$ cat src/hdl/dapq_pkg.sv
`default_nettype none
package dapq_pkg;

    // queue geometry
    localparam int NUM_ACTIONS = 16;
    localparam int MAX_FIRE    = 16;
    localparam int CNT_W       = $clog2(MAX_FIRE + 1);

    // fixed field widths
    localparam int OP_W    = 2;
    localparam int ID_W    = 4;
    localparam int TYPE_W  = 2;
    localparam int PRIO_W  = 8;
    localparam int KIND_W  = 3;
    localparam int LIMIT_W = 5;

    localparam logic [LIMIT_W-1:0] LIMIT_RESET = LIMIT_W'(8);

    // request codes
    typedef enum logic [OP_W-1:0] {
        OP_SCHEDULE   = 2'd0,
        OP_FIRE       = 2'd1,
        OP_DESCHEDULE = 2'd2
    } t_op;

    // result codes
    typedef enum logic [KIND_W-1:0] {
        KIND_SCHEDULED  = 3'd0,
        KIND_QUEUED     = 3'd1,
        KIND_FIRED      = 3'd2,
        KIND_FIRE_DONE  = 3'd3,
        KIND_EMPTY      = 3'd4,
        KIND_DESCHEDULE = 3'd5
    } t_kind;

    // one queue slot
    typedef struct packed {
        logic              valid;
        logic [ID_W-1:0]   id;
        logic [PRIO_W-1:0] prio;
        logic [TYPE_W-1:0] typ;
    } t_entry;

    // what every cell does this cycle
    typedef enum logic [1:0] {
        CELL_HOLD,
        CELL_INSERT,
        CELL_REMOVE,
        CELL_POP
    } t_cell_op;

    typedef struct packed {
        t_cell_op op;
        t_entry   ins;
    } t_cell_cmd;

endpackage
`default_nettype wire

$ cat src/hdl/dapq_in_if.sv
`default_nettype none
interface dapq_in_if import dapq_pkg::*; ();
    logic              valid;
    logic              ready;
    logic [OP_W-1:0]   op;
    logic [ID_W-1:0]   action_id;
    logic [TYPE_W-1:0] action_type;
    logic [PRIO_W-1:0] priority_req;
    logic [PRIO_W-1:0] current_priority;

    modport source (
        output valid, op, action_id, action_type, priority_req, current_priority,
        input  ready
    );
    modport sink (
        input  valid, op, action_id, action_type, priority_req, current_priority,
        output ready
    );
endinterface
`default_nettype wire

$ cat src/hdl/dapq_out_if.sv
`default_nettype none
interface dapq_out_if import dapq_pkg::*; ();
    logic              valid;
    logic              ready;
    logic [KIND_W-1:0] kind;
    logic [ID_W-1:0]   out_action;
    logic [TYPE_W-1:0] out_type;
    logic [PRIO_W-1:0] out_priority;
    logic              reschedule_hint;
    logic              last;

    modport source (
        output valid, kind, out_action, out_type, out_priority, reschedule_hint, last,
        input  ready
    );
    modport sink (
        input  valid, kind, out_action, out_type, out_priority, reschedule_hint, last,
        output ready
    );
endinterface
`default_nettype wire

$ cat src/hdl/dapq_cell.sv
`default_nettype none
module dapq_cell import dapq_pkg::*; (
    input  wire        i_clk,
    input  wire        i_rst_n,
    input  t_cell_cmd  i_cmd,
    input  t_entry     i_left,
    input  wire        i_left_le,
    input  t_entry     i_right,
    input  wire        i_rm,
    output t_entry     o_entry,
    output logic       o_le,
    output logic       o_rm
);

    t_entry r_e;
    t_entry n_e;
    logic   w_match;

    // local compares against the request
    assign w_match = r_e.valid && (r_e.id == i_cmd.ins.id);
    assign o_le    = r_e.valid && (r_e.prio <= i_cmd.ins.prio);
    assign o_rm    = i_rm || w_match;
    assign o_entry = r_e;

    // slot update: keep, take new entry, or shift from a neighbor
    always_comb begin
        n_e = r_e;
        case (i_cmd.op)
            CELL_INSERT: begin
                if (!o_le) begin
                    n_e = i_left_le ? i_cmd.ins : i_left;
                end
            end
            CELL_REMOVE: begin
                if (o_rm) begin
                    n_e = i_right;
                end
            end
            CELL_POP: begin
                n_e = i_right;
            end
            default: begin
                n_e = r_e;
            end
        endcase
    end

    always_ff @(posedge i_clk) begin
        if (!i_rst_n) begin
            r_e <= '0;
        end else begin
            r_e <= n_e;
        end
    end

endmodule
`default_nettype wire

$ cat src/hdl/deferred_action_priority_queue_top.sv
// Deferred-action priority queue.
// i_in carries requests (schedule, fire, deschedule); o_out carries results,
// each with a last flag on the final result of its request. Both channels
// transfer at a clock edge where valid and ready are high. i_cfg_we with
// i_cfg_wdata writes the fire limit (0 acts as 1, values above 16 saturate).
// The queue is a row of 16 slot cells kept in priority order; every cell
// compares locally and shifts from its left or right neighbor to insert, remove
// and pop entries, with no search over the row.
// Schedule and deschedule: one result, or none for a deschedule of an absent
// action, registered the cycle after the request transfer.
// Fire: starts the sequencer, then one result per cycle while output is free,
// each fired entry popped, up to the limit or a done result; an empty queue gets an empty result.
// A stalled receiver holds the output register and freezes the sequencer;
// no request is taken while a result cannot be written.
// Synchronous reset empties the queue and sets the fire limit to 8; the block
// is ready in the first cycle after reset.
`default_nettype none
module deferred_action_priority_queue_top import dapq_pkg::*; (
    input  wire                i_clk,
    input  wire                i_rst_n,
    input  wire                i_cfg_we,
    input  wire [LIMIT_W-1:0]  i_cfg_wdata,
    dapq_in_if.sink            i_in,
    dapq_out_if.source         o_out
);

    typedef enum logic {
        S_IDLE,
        S_FIRE
    } t_state;

    t_state             r_state;
    logic [LIMIT_W-1:0] r_limit;
    logic [PRIO_W-1:0]  r_cur;
    logic [CNT_W-1:0]   r_fired;

    logic               r_ovalid;
    t_kind              r_okind;
    logic [ID_W-1:0]    r_oact;
    logic [TYPE_W-1:0]  r_otype;
    logic [PRIO_W-1:0]  r_oprio;
    logic               r_ohint;
    logic               r_olast;

    t_entry             w_entry [NUM_ACTIONS];
    logic               w_le    [NUM_ACTIONS];
    logic               w_rm    [NUM_ACTIONS];
    t_cell_cmd          w_cmd;
    t_entry             w_hit;
    logic               w_found;
    logic               w_out_free;
    logic               w_accept;
    logic               w_id_ok;
    logic [CNT_W-1:0]   w_lim;
    logic [CNT_W-1:0]   w_fired_inc;
    logic               w_eligible;

    // row of slot cells
    for (genvar g = 0; g < NUM_ACTIONS; g++) begin : g_cell
        t_entry w_left;
        t_entry w_right;
        logic   w_left_le;
        logic   w_rm_in;
        if (g == 0) begin : g_first
            assign w_left    = '0;
            assign w_left_le = 1'b1;
            assign w_rm_in   = 1'b0;
        end else begin : g_mid
            assign w_left    = w_entry[g-1];
            assign w_left_le = w_le[g-1];
            assign w_rm_in   = w_rm[g-1];
        end
        if (g == NUM_ACTIONS - 1) begin : g_end
            assign w_right = '0;
        end else begin : g_inner
            assign w_right = w_entry[g+1];
        end
        dapq_cell u_cell (
            .i_clk     (i_clk),
            .i_rst_n   (i_rst_n),
            .i_cmd     (w_cmd),
            .i_left    (w_left),
            .i_left_le (w_left_le),
            .i_right   (w_right),
            .i_rm      (w_rm_in),
            .o_entry   (w_entry[g]),
            .o_le      (w_le[g]),
            .o_rm      (w_rm[g])
        );
    end

    // slot holding the requested action, if any
    always_comb begin
        w_hit   = '0;
        w_found = 1'b0;
        for (int i = 0; i < NUM_ACTIONS; i++) begin
            if (w_entry[i].valid && (w_entry[i].id == i_in.action_id)) begin
                w_hit   = w_hit | w_entry[i];
                w_found = 1'b1;
            end
        end
    end

    // effective fire limit
    always_comb begin
        if (r_limit == '0) begin
            w_lim = CNT_W'(1);
        end else if (int'(r_limit) > MAX_FIRE) begin
            w_lim = CNT_W'(MAX_FIRE);
        end else begin
            w_lim = CNT_W'(r_limit);
        end
    end

    assign w_out_free  = !r_ovalid || o_out.ready;
    assign i_in.ready  = (r_state == S_IDLE) && w_out_free;
    assign w_accept    = i_in.valid && i_in.ready;
    assign w_id_ok     = int'(i_in.action_id) < NUM_ACTIONS;
    assign w_fired_inc = r_fired + CNT_W'(1);
    assign w_eligible  = w_entry[0].valid && (r_cur >= w_entry[0].prio);

    // command broadcast to the cells
    always_comb begin
        w_cmd.op        = CELL_HOLD;
        w_cmd.ins.valid = 1'b1;
        w_cmd.ins.id    = i_in.action_id;
        w_cmd.ins.prio  = i_in.priority_req;
        w_cmd.ins.typ   = i_in.action_type;
        if (w_accept && w_id_ok && !w_found && (i_in.op == OP_SCHEDULE)) begin
            w_cmd.op = CELL_INSERT;
        end else if (w_accept && w_id_ok && w_found && (i_in.op == OP_DESCHEDULE)) begin
            w_cmd.op = CELL_REMOVE;
        end else if ((r_state == S_FIRE) && w_out_free && w_eligible) begin
            w_cmd.op = CELL_POP;
        end
    end

    // configuration register
    always_ff @(posedge i_clk) begin
        if (!i_rst_n) begin
            r_limit <= LIMIT_RESET;
        end else if (i_cfg_we) begin
            r_limit <= i_cfg_wdata;
        end
    end

    // sequencer and output register
    always_ff @(posedge i_clk) begin
        if (!i_rst_n) begin
            r_state  <= S_IDLE;
            r_ovalid <= 1'b0;
            r_fired  <= '0;
        end else begin
            case (r_state)
                S_IDLE: begin
                    if (w_accept) begin
                        r_olast <= 1'b1;
                        case (i_in.op)
                            OP_SCHEDULE: begin
                                r_ovalid <= w_id_ok;
                                if (w_id_ok) begin
                                    r_oact   <= i_in.action_id;
                                    if (w_found) begin
                                        r_okind <= KIND_QUEUED;
                                        r_otype <= w_hit.typ;
                                        r_oprio <= w_hit.prio;
                                        r_ohint <= 1'b0;
                                    end else begin
                                        r_okind <= KIND_SCHEDULED;
                                        r_otype <= i_in.action_type;
                                        r_oprio <= i_in.priority_req;
                                        r_ohint <= (i_in.priority_req <= i_in.current_priority);
                                    end
                                end
                            end
                            OP_FIRE: begin
                                r_ovalid <= !w_entry[0].valid;
                                if (!w_entry[0].valid) begin
                                    r_okind  <= KIND_EMPTY;
                                    r_oact   <= '0;
                                    r_otype  <= '0;
                                    r_oprio  <= '0;
                                    r_ohint  <= 1'b0;
                                end else begin
                                    r_state <= S_FIRE;
                                    r_cur   <= i_in.current_priority;
                                    r_fired <= '0;
                                end
                            end
                            OP_DESCHEDULE: begin
                                r_ovalid <= w_id_ok && w_found;
                                if (w_id_ok && w_found) begin
                                    r_okind  <= KIND_DESCHEDULE;
                                    r_oact   <= i_in.action_id;
                                    r_otype  <= w_hit.typ;
                                    r_oprio  <= w_hit.prio;
                                    r_ohint  <= 1'b0;
                                end
                            end
                            default: begin
                                r_ovalid <= 1'b0;
                                r_state  <= S_IDLE;
                            end
                        endcase
                    end else if (o_out.ready) begin
                        r_ovalid <= 1'b0;
                    end
                end
                S_FIRE: begin
                    if (w_out_free) begin
                        r_ovalid <= 1'b1;
                        if (w_eligible) begin
                            r_okind <= KIND_FIRED;
                            r_oact  <= w_entry[0].id;
                            r_otype <= w_entry[0].typ;
                            r_oprio <= w_entry[0].prio;
                            r_ohint <= 1'b0;
                            r_fired <= w_fired_inc;
                            if (w_fired_inc == w_lim) begin
                                r_olast <= 1'b1;
                                r_state <= S_IDLE;
                            end else begin
                                r_olast <= 1'b0;
                            end
                        end else begin
                            r_okind <= KIND_FIRE_DONE;
                            r_oact  <= '0;
                            r_otype <= '0;
                            r_oprio <= '0;
                            r_ohint <= 1'b1;
                            r_olast <= 1'b1;
                            r_state <= S_IDLE;
                        end
                    end
                end
                default: begin
                    r_state <= S_IDLE;
                end
            endcase
        end
    end

    assign o_out.valid           = r_ovalid;
    assign o_out.kind            = r_okind;
    assign o_out.out_action      = r_oact;
    assign o_out.out_type        = r_otype;
    assign o_out.out_priority    = r_oprio;
    assign o_out.reschedule_hint = r_ohint;
    assign o_out.last            = r_olast;

endmodule
`default_nettype wire

$ cat src/flat_wrapper.sv
// flat-port wrapper written by rule: the top's interface ports become plain ports
module deferred_action_priority_queue_top_flat import dapq_pkg::*;
  (i_clk, i_rst_n, i_cfg_we, i_cfg_wdata, i_in_valid, i_in_op, i_in_action_id, i_in_action_type, i_in_priority_req, i_in_current_priority, i_in_ready, o_out_valid, o_out_kind, o_out_out_action, o_out_out_type, o_out_out_priority, o_out_reschedule_hint, o_out_last, o_out_ready);
  dapq_in_if i_in_i ();
  dapq_out_if o_out_i ();
  input  wire i_clk;
  input  wire i_rst_n;
  input  wire i_cfg_we;
  input  wire [LIMIT_W-1:0] i_cfg_wdata;
  input wire logic [$bits(i_in_i.valid)-1:0] i_in_valid;
  input wire logic [$bits(i_in_i.op)-1:0] i_in_op;
  input wire logic [$bits(i_in_i.action_id)-1:0] i_in_action_id;
  input wire logic [$bits(i_in_i.action_type)-1:0] i_in_action_type;
  input wire logic [$bits(i_in_i.priority_req)-1:0] i_in_priority_req;
  input wire logic [$bits(i_in_i.current_priority)-1:0] i_in_current_priority;
  output wire logic [$bits(i_in_i.ready)-1:0] i_in_ready;
  output wire logic [$bits(o_out_i.valid)-1:0] o_out_valid;
  output wire logic [$bits(o_out_i.kind)-1:0] o_out_kind;
  output wire logic [$bits(o_out_i.out_action)-1:0] o_out_out_action;
  output wire logic [$bits(o_out_i.out_type)-1:0] o_out_out_type;
  output wire logic [$bits(o_out_i.out_priority)-1:0] o_out_out_priority;
  output wire logic [$bits(o_out_i.reschedule_hint)-1:0] o_out_reschedule_hint;
  output wire logic [$bits(o_out_i.last)-1:0] o_out_last;
  input wire logic [$bits(o_out_i.ready)-1:0] o_out_ready;
  assign i_in_i.valid = i_in_valid;
  assign i_in_i.op = i_in_op;
  assign i_in_i.action_id = i_in_action_id;
  assign i_in_i.action_type = i_in_action_type;
  assign i_in_i.priority_req = i_in_priority_req;
  assign i_in_i.current_priority = i_in_current_priority;
  assign i_in_ready = i_in_i.ready;
  assign o_out_valid = o_out_i.valid;
  assign o_out_kind = o_out_i.kind;
  assign o_out_out_action = o_out_i.out_action;
  assign o_out_out_type = o_out_i.out_type;
  assign o_out_out_priority = o_out_i.out_priority;
  assign o_out_reschedule_hint = o_out_i.reschedule_hint;
  assign o_out_last = o_out_i.last;
  assign o_out_i.ready = o_out_ready;
  deferred_action_priority_queue_top u_core (.i_clk(i_clk), .i_rst_n(i_rst_n), .i_cfg_we(i_cfg_we), .i_cfg_wdata(i_cfg_wdata), .i_in(i_in_i), .o_out(o_out_i));
endmodule
$ cat config.mk
export PLATFORM = sky130hd
export DESIGN_NAME = deferred_action_priority_queue_top_flat
export DESIGN_NICKNAME = d
export VERILOG_FILES = /design/src/hdl/dapq_pkg.sv /design/src/hdl/dapq_in_if.sv /design/src/hdl/dapq_out_if.sv /design/src/hdl/dapq_cell.sv /design/src/hdl/deferred_action_priority_queue_top.sv /design/src/flat_wrapper.sv
export SDC_FILE = /design/constraint.sdc
export NUM_CORES = 1
export LEC_CHECK = 0
export BUFFER_PORTS_ARGS = -buffer_cell sky130_fd_sc_hd__buf_4
export CAP_MARGIN = 20
export CORE_UTILIZATION = 55
export DETAILED_ROUTE_END_ITERATION = 7
export PLACE_DENSITY = 0.69
export SLEW_MARGIN = 10
export SYNTH_ARGS = -nofsm -noshare
export SYNTH_HDL_FRONTEND = slang
export SYNTH_SLANG_ARGS = --single-unit
$ cat constraint.sdc
create_clock -name i_clk -period 4.2 [get_ports i_clk]
set_input_delay 0.84 -clock i_clk [delete_from_list [all_inputs] [get_ports i_clk]]
set_output_delay 0.84 -clock i_clk [all_outputs]
set_load 0.01 [all_outputs]
==> impl_metrics.ini <==
[outcome]
status = complete, no violations

[job]
maxCapViolCount = 0

[synthesis]
yosys.area_share.simple_pct = 14.9
ys_seq_elements = 279
synth-main-ff-cell = dfxtp_1
synthArstFlopShare_pct = 0
synthXorXnorAreaFrac_pct = 3.14
syn_inst = 2376
synth_top_family_by_area = compound AO/OA/AOI/OAI gates
synth_top_area_share_pct = 25.8
syn_nets = 2559
synth_fa_ha_area_share_pct = 9.54
synth_seq_area_share_pct = 30.0
synth_top_cells_by_area = dfxtp_1 26%, ha_1 9.5%, mux2i_1 8.9%
synth_edf_count = 27
syn_area_um2 = 19500
synthDistinctLibCells = 68
muxShareOfSynthArea_pct = 10.6
synth_compound_area_share_pct = 26.4
ys_warn_count = 0
synth_largest_area_cell = dfxtp_1
synth_area_per_cell_um2 = 8.22

[timing]
setup-violations-final = 0
tightest_slew_ps = 954
drv_slew = 0
clock.fmax_mhz = 270
rsz0062_at_grt = no
tns_ps = 0
min_period_over_period_pct = 88.0
clock_skew_ps = 19.5
relSlewSlack_pct = 36.1
fin_crit_ps = 3700
finalHoldViolCount = 0

[power_and_ir_drop]
seqPwrFrac_pct = 40.6
switching_power_mw = 2.12
p_int_mw = 5.02
powerDensity_nw_per_um2 = 323
pwr-share-clk_pct = 42.0
peakVddDrop_mv = 0.342
p_leak_nw = 9.25
power_frac_comb_pct = 17.5
switching_share_pct = 29.7

[clock_tree]
cts_root_buf = clkbuf_16
post-cts-setup-buffer-count = 0
cts_made_buffers = 35
cts_resized = 0
numClockSinks = 279
clk_path_buf_depth = 3
tritoncts = done
clk_pin_slew_ps = 60
insertion_delay_ps = 530
hold_buffers = 0
htree_levels = 2

[cells_and_area]
final_cells = 2882
syn_to_final_growth_pct = 13.1
fin_nets = 2583
drive_above_1_share_pct = 13.2

[drt]
drt_pre_antenna_iters = 6
drtAntennaViolNets = 0
wl_um = 79500
drcViolationCount = 0
avgViaCountPerCell = 6.94
vias = 20000
wire_per_inst_um = 27.6
drtIter0Drc = 2511

[critical_path]
required_ps = 4620
path_max_fanout = 30
criticalPathCategory = in -> reg
start_kind = input port
critPathArrivalTime_ps = 4120
reg2reg_depth = 11
r2r_slack_ps = 520
rr_startpoint = u_core.g_cell[0].u_cell.o_entry[6]$_SDFFE_PN0P_
cp-end-kind = register
r2r-end = u_core.g_cell[3].u_cell.o_entry[11]$_SDFFE_PN0P_

[grt]
gr-total-overflow = 0
grt_pass1_vias = 18500
grt_max_degree = 88
grt_usage_pct = 43.5
antenna_found_initial = 4
grt_pass1_wl_um = 118000

[die]
std_cell_rows = 68
die_h_um = 190
start_util_pct = 56.3
core_um2 = 34700
ioPinCount = 55
dieArea_um2 = 36300
die_x_um = 190

[worst_hold_path]
hold_start = u_core.r_fired[4]$_SDFFE_PN0P_
hold-path-endpoint = u_core.r_fired[4]$_SDFFE_PN0P_
min_delay_path_depth = 2
holdCritPathClass = reg -> reg

[place]
placed_cells_incl_taps = 2816
place.gp.congestion = 1.05
dp_hpwl_um = 55900
portBuffers = 54
-- worst max-delay path by stage --
stage / from / end / slack (ps) / cells past startpoint
6_report: i_in_action_id[3] / u_core.g_cell[0].u_cell.o_entry[10]$_SDFFE_PN0P_ / 500 / 9
5_1_grt: u_core.g_cell[0].u_cell.o_entry[6]$_SDFFE_PN0P_ / u_core.g_cell[3].u_cell.o_entry[10]$_SDFFE_PN0P_ / 280 / 11
4_1_cts: i_in_action_id[3] / u_core.g_cell[0].u_cell.o_entry[10]$_SDFFE_PN0P_ / 600 / 9
3_5_place_dp: i_in_action_id[2] / u_core.g_cell[0].u_cell.o_entry[7]$_SDFFE_PN0P_ / 80 / 12
3_3_place_gp: i_in_action_id[2] / u_core.g_cell[0].u_cell.o_entry[2]$_SDFFE_PN0P_ / 130 / 12
2_1_floorplan: i_in_priority_req[3] / u_core.g_cell[14].u_cell.o_entry[9]$_SDFFE_PN0P_ / 670 / 11
-- critical path: stages --
cell and delay (ps):
buf_4 350, xor2_1 220, nor4_2 90, nor3_2 570
nand4_2 370, nor2_2 630, mux2_2 660, nor2_1 90
a311oi_1 270
-- Yosys cell counts, drive strengths merged (31+ instances only) --
library cell and count:
o21ai 143, nor2 130, a22oi 34, xor2 51
o211ai 113, clkbuf 113, a211oi 35, buf 79
nand2 362, a22o 42, mux2i 173, dfxtp 252
a21oi 183, o22ai 31, nand3 41, inv 56
ha 149
-- placed cells by master (no fill, tap or decap), types with 42 or more instances in the layout --
cell type,count
dfxtp_1,252
a22o_1,42
inv_1,55
xor2_1,51
o211ai_1,113
o21ai_0,131
nor2_1,129
nand2_1,362
a21oi_1,176
ha_1,149
buf_4,161
mux2i_1,172
-- flip-flops by register name (all words and copies together), names as in the netlist --
register	count
u_core.r_state	1
u_core.r_fired	5
u_core.g_cell.u_cell.o_entry	240
u_core.o_out.out_type	2
u_core.o_out.out_priority	8
u_core.r_cur	8
u_core.o_out.reschedule_hint	1
u_core.o_out.out_action	4
u_core.o_out.kind	3
u_core.r_limit	5
u_core.o_out.valid	1
u_core.o_out.last	1
-- power groups by stage --
stage                     logic, mW  clock network [mW]  registers (mW)
after global routing           1.35                3.10            2.90
after CTS                      1.22                2.99            2.89
after floorplan               0.795                   0            2.89
after global placement         1.18                   0            2.95
final                          1.25                3.00            2.90
after detailed placement       1.21                   0            2.95
-- final cells by class --
cell class | instances | area, µm²
Antenna cell | 2 | 5.00
Fill cell | 2962 | 12600
Clock inverter | 11 | 109
Tap cell | 455 | 569
Timing Repair Buffer | 179 | 1560
Multi-Input combinational cell | 1849 | 12800
Sequential cell | 279 | 5860
Inverter | 56 | 213
Clock buffer | 51 | 1010
-- per-stage QoR --
step                worst slack, ps  utilization (%)  hold slack [ps]  total power [mW]  cell area, µm²
floorplan                       670                -              429              3.69           19500
global placement                131             60.4              469              4.12           21000
detailed placement             75.6             60.4              485              4.16           21000
CTS                             601             63.6              487              7.10           22100
global route                    275             63.7              501              7.35           22100
finish                          503             63.7              483              7.15           22100
-- per-layer routing --
layer	global-route usage (%)	vias up	share of wire [%]
met1	58.1	9698	40
li1	-	8869	-
met3	8.48	267	11
met5	0	-	0.016
met2	65.8	1163	43
met4	24.0	2	6.0
-- cells by family after synthesis --
group           after synthesis
compound gates              770
simple gates                658
flops                       279
buf+inv                     248
mux                         202
fa+ha+maj                   149
xor+xnor                     70
(Power assumes the default switching activity.)
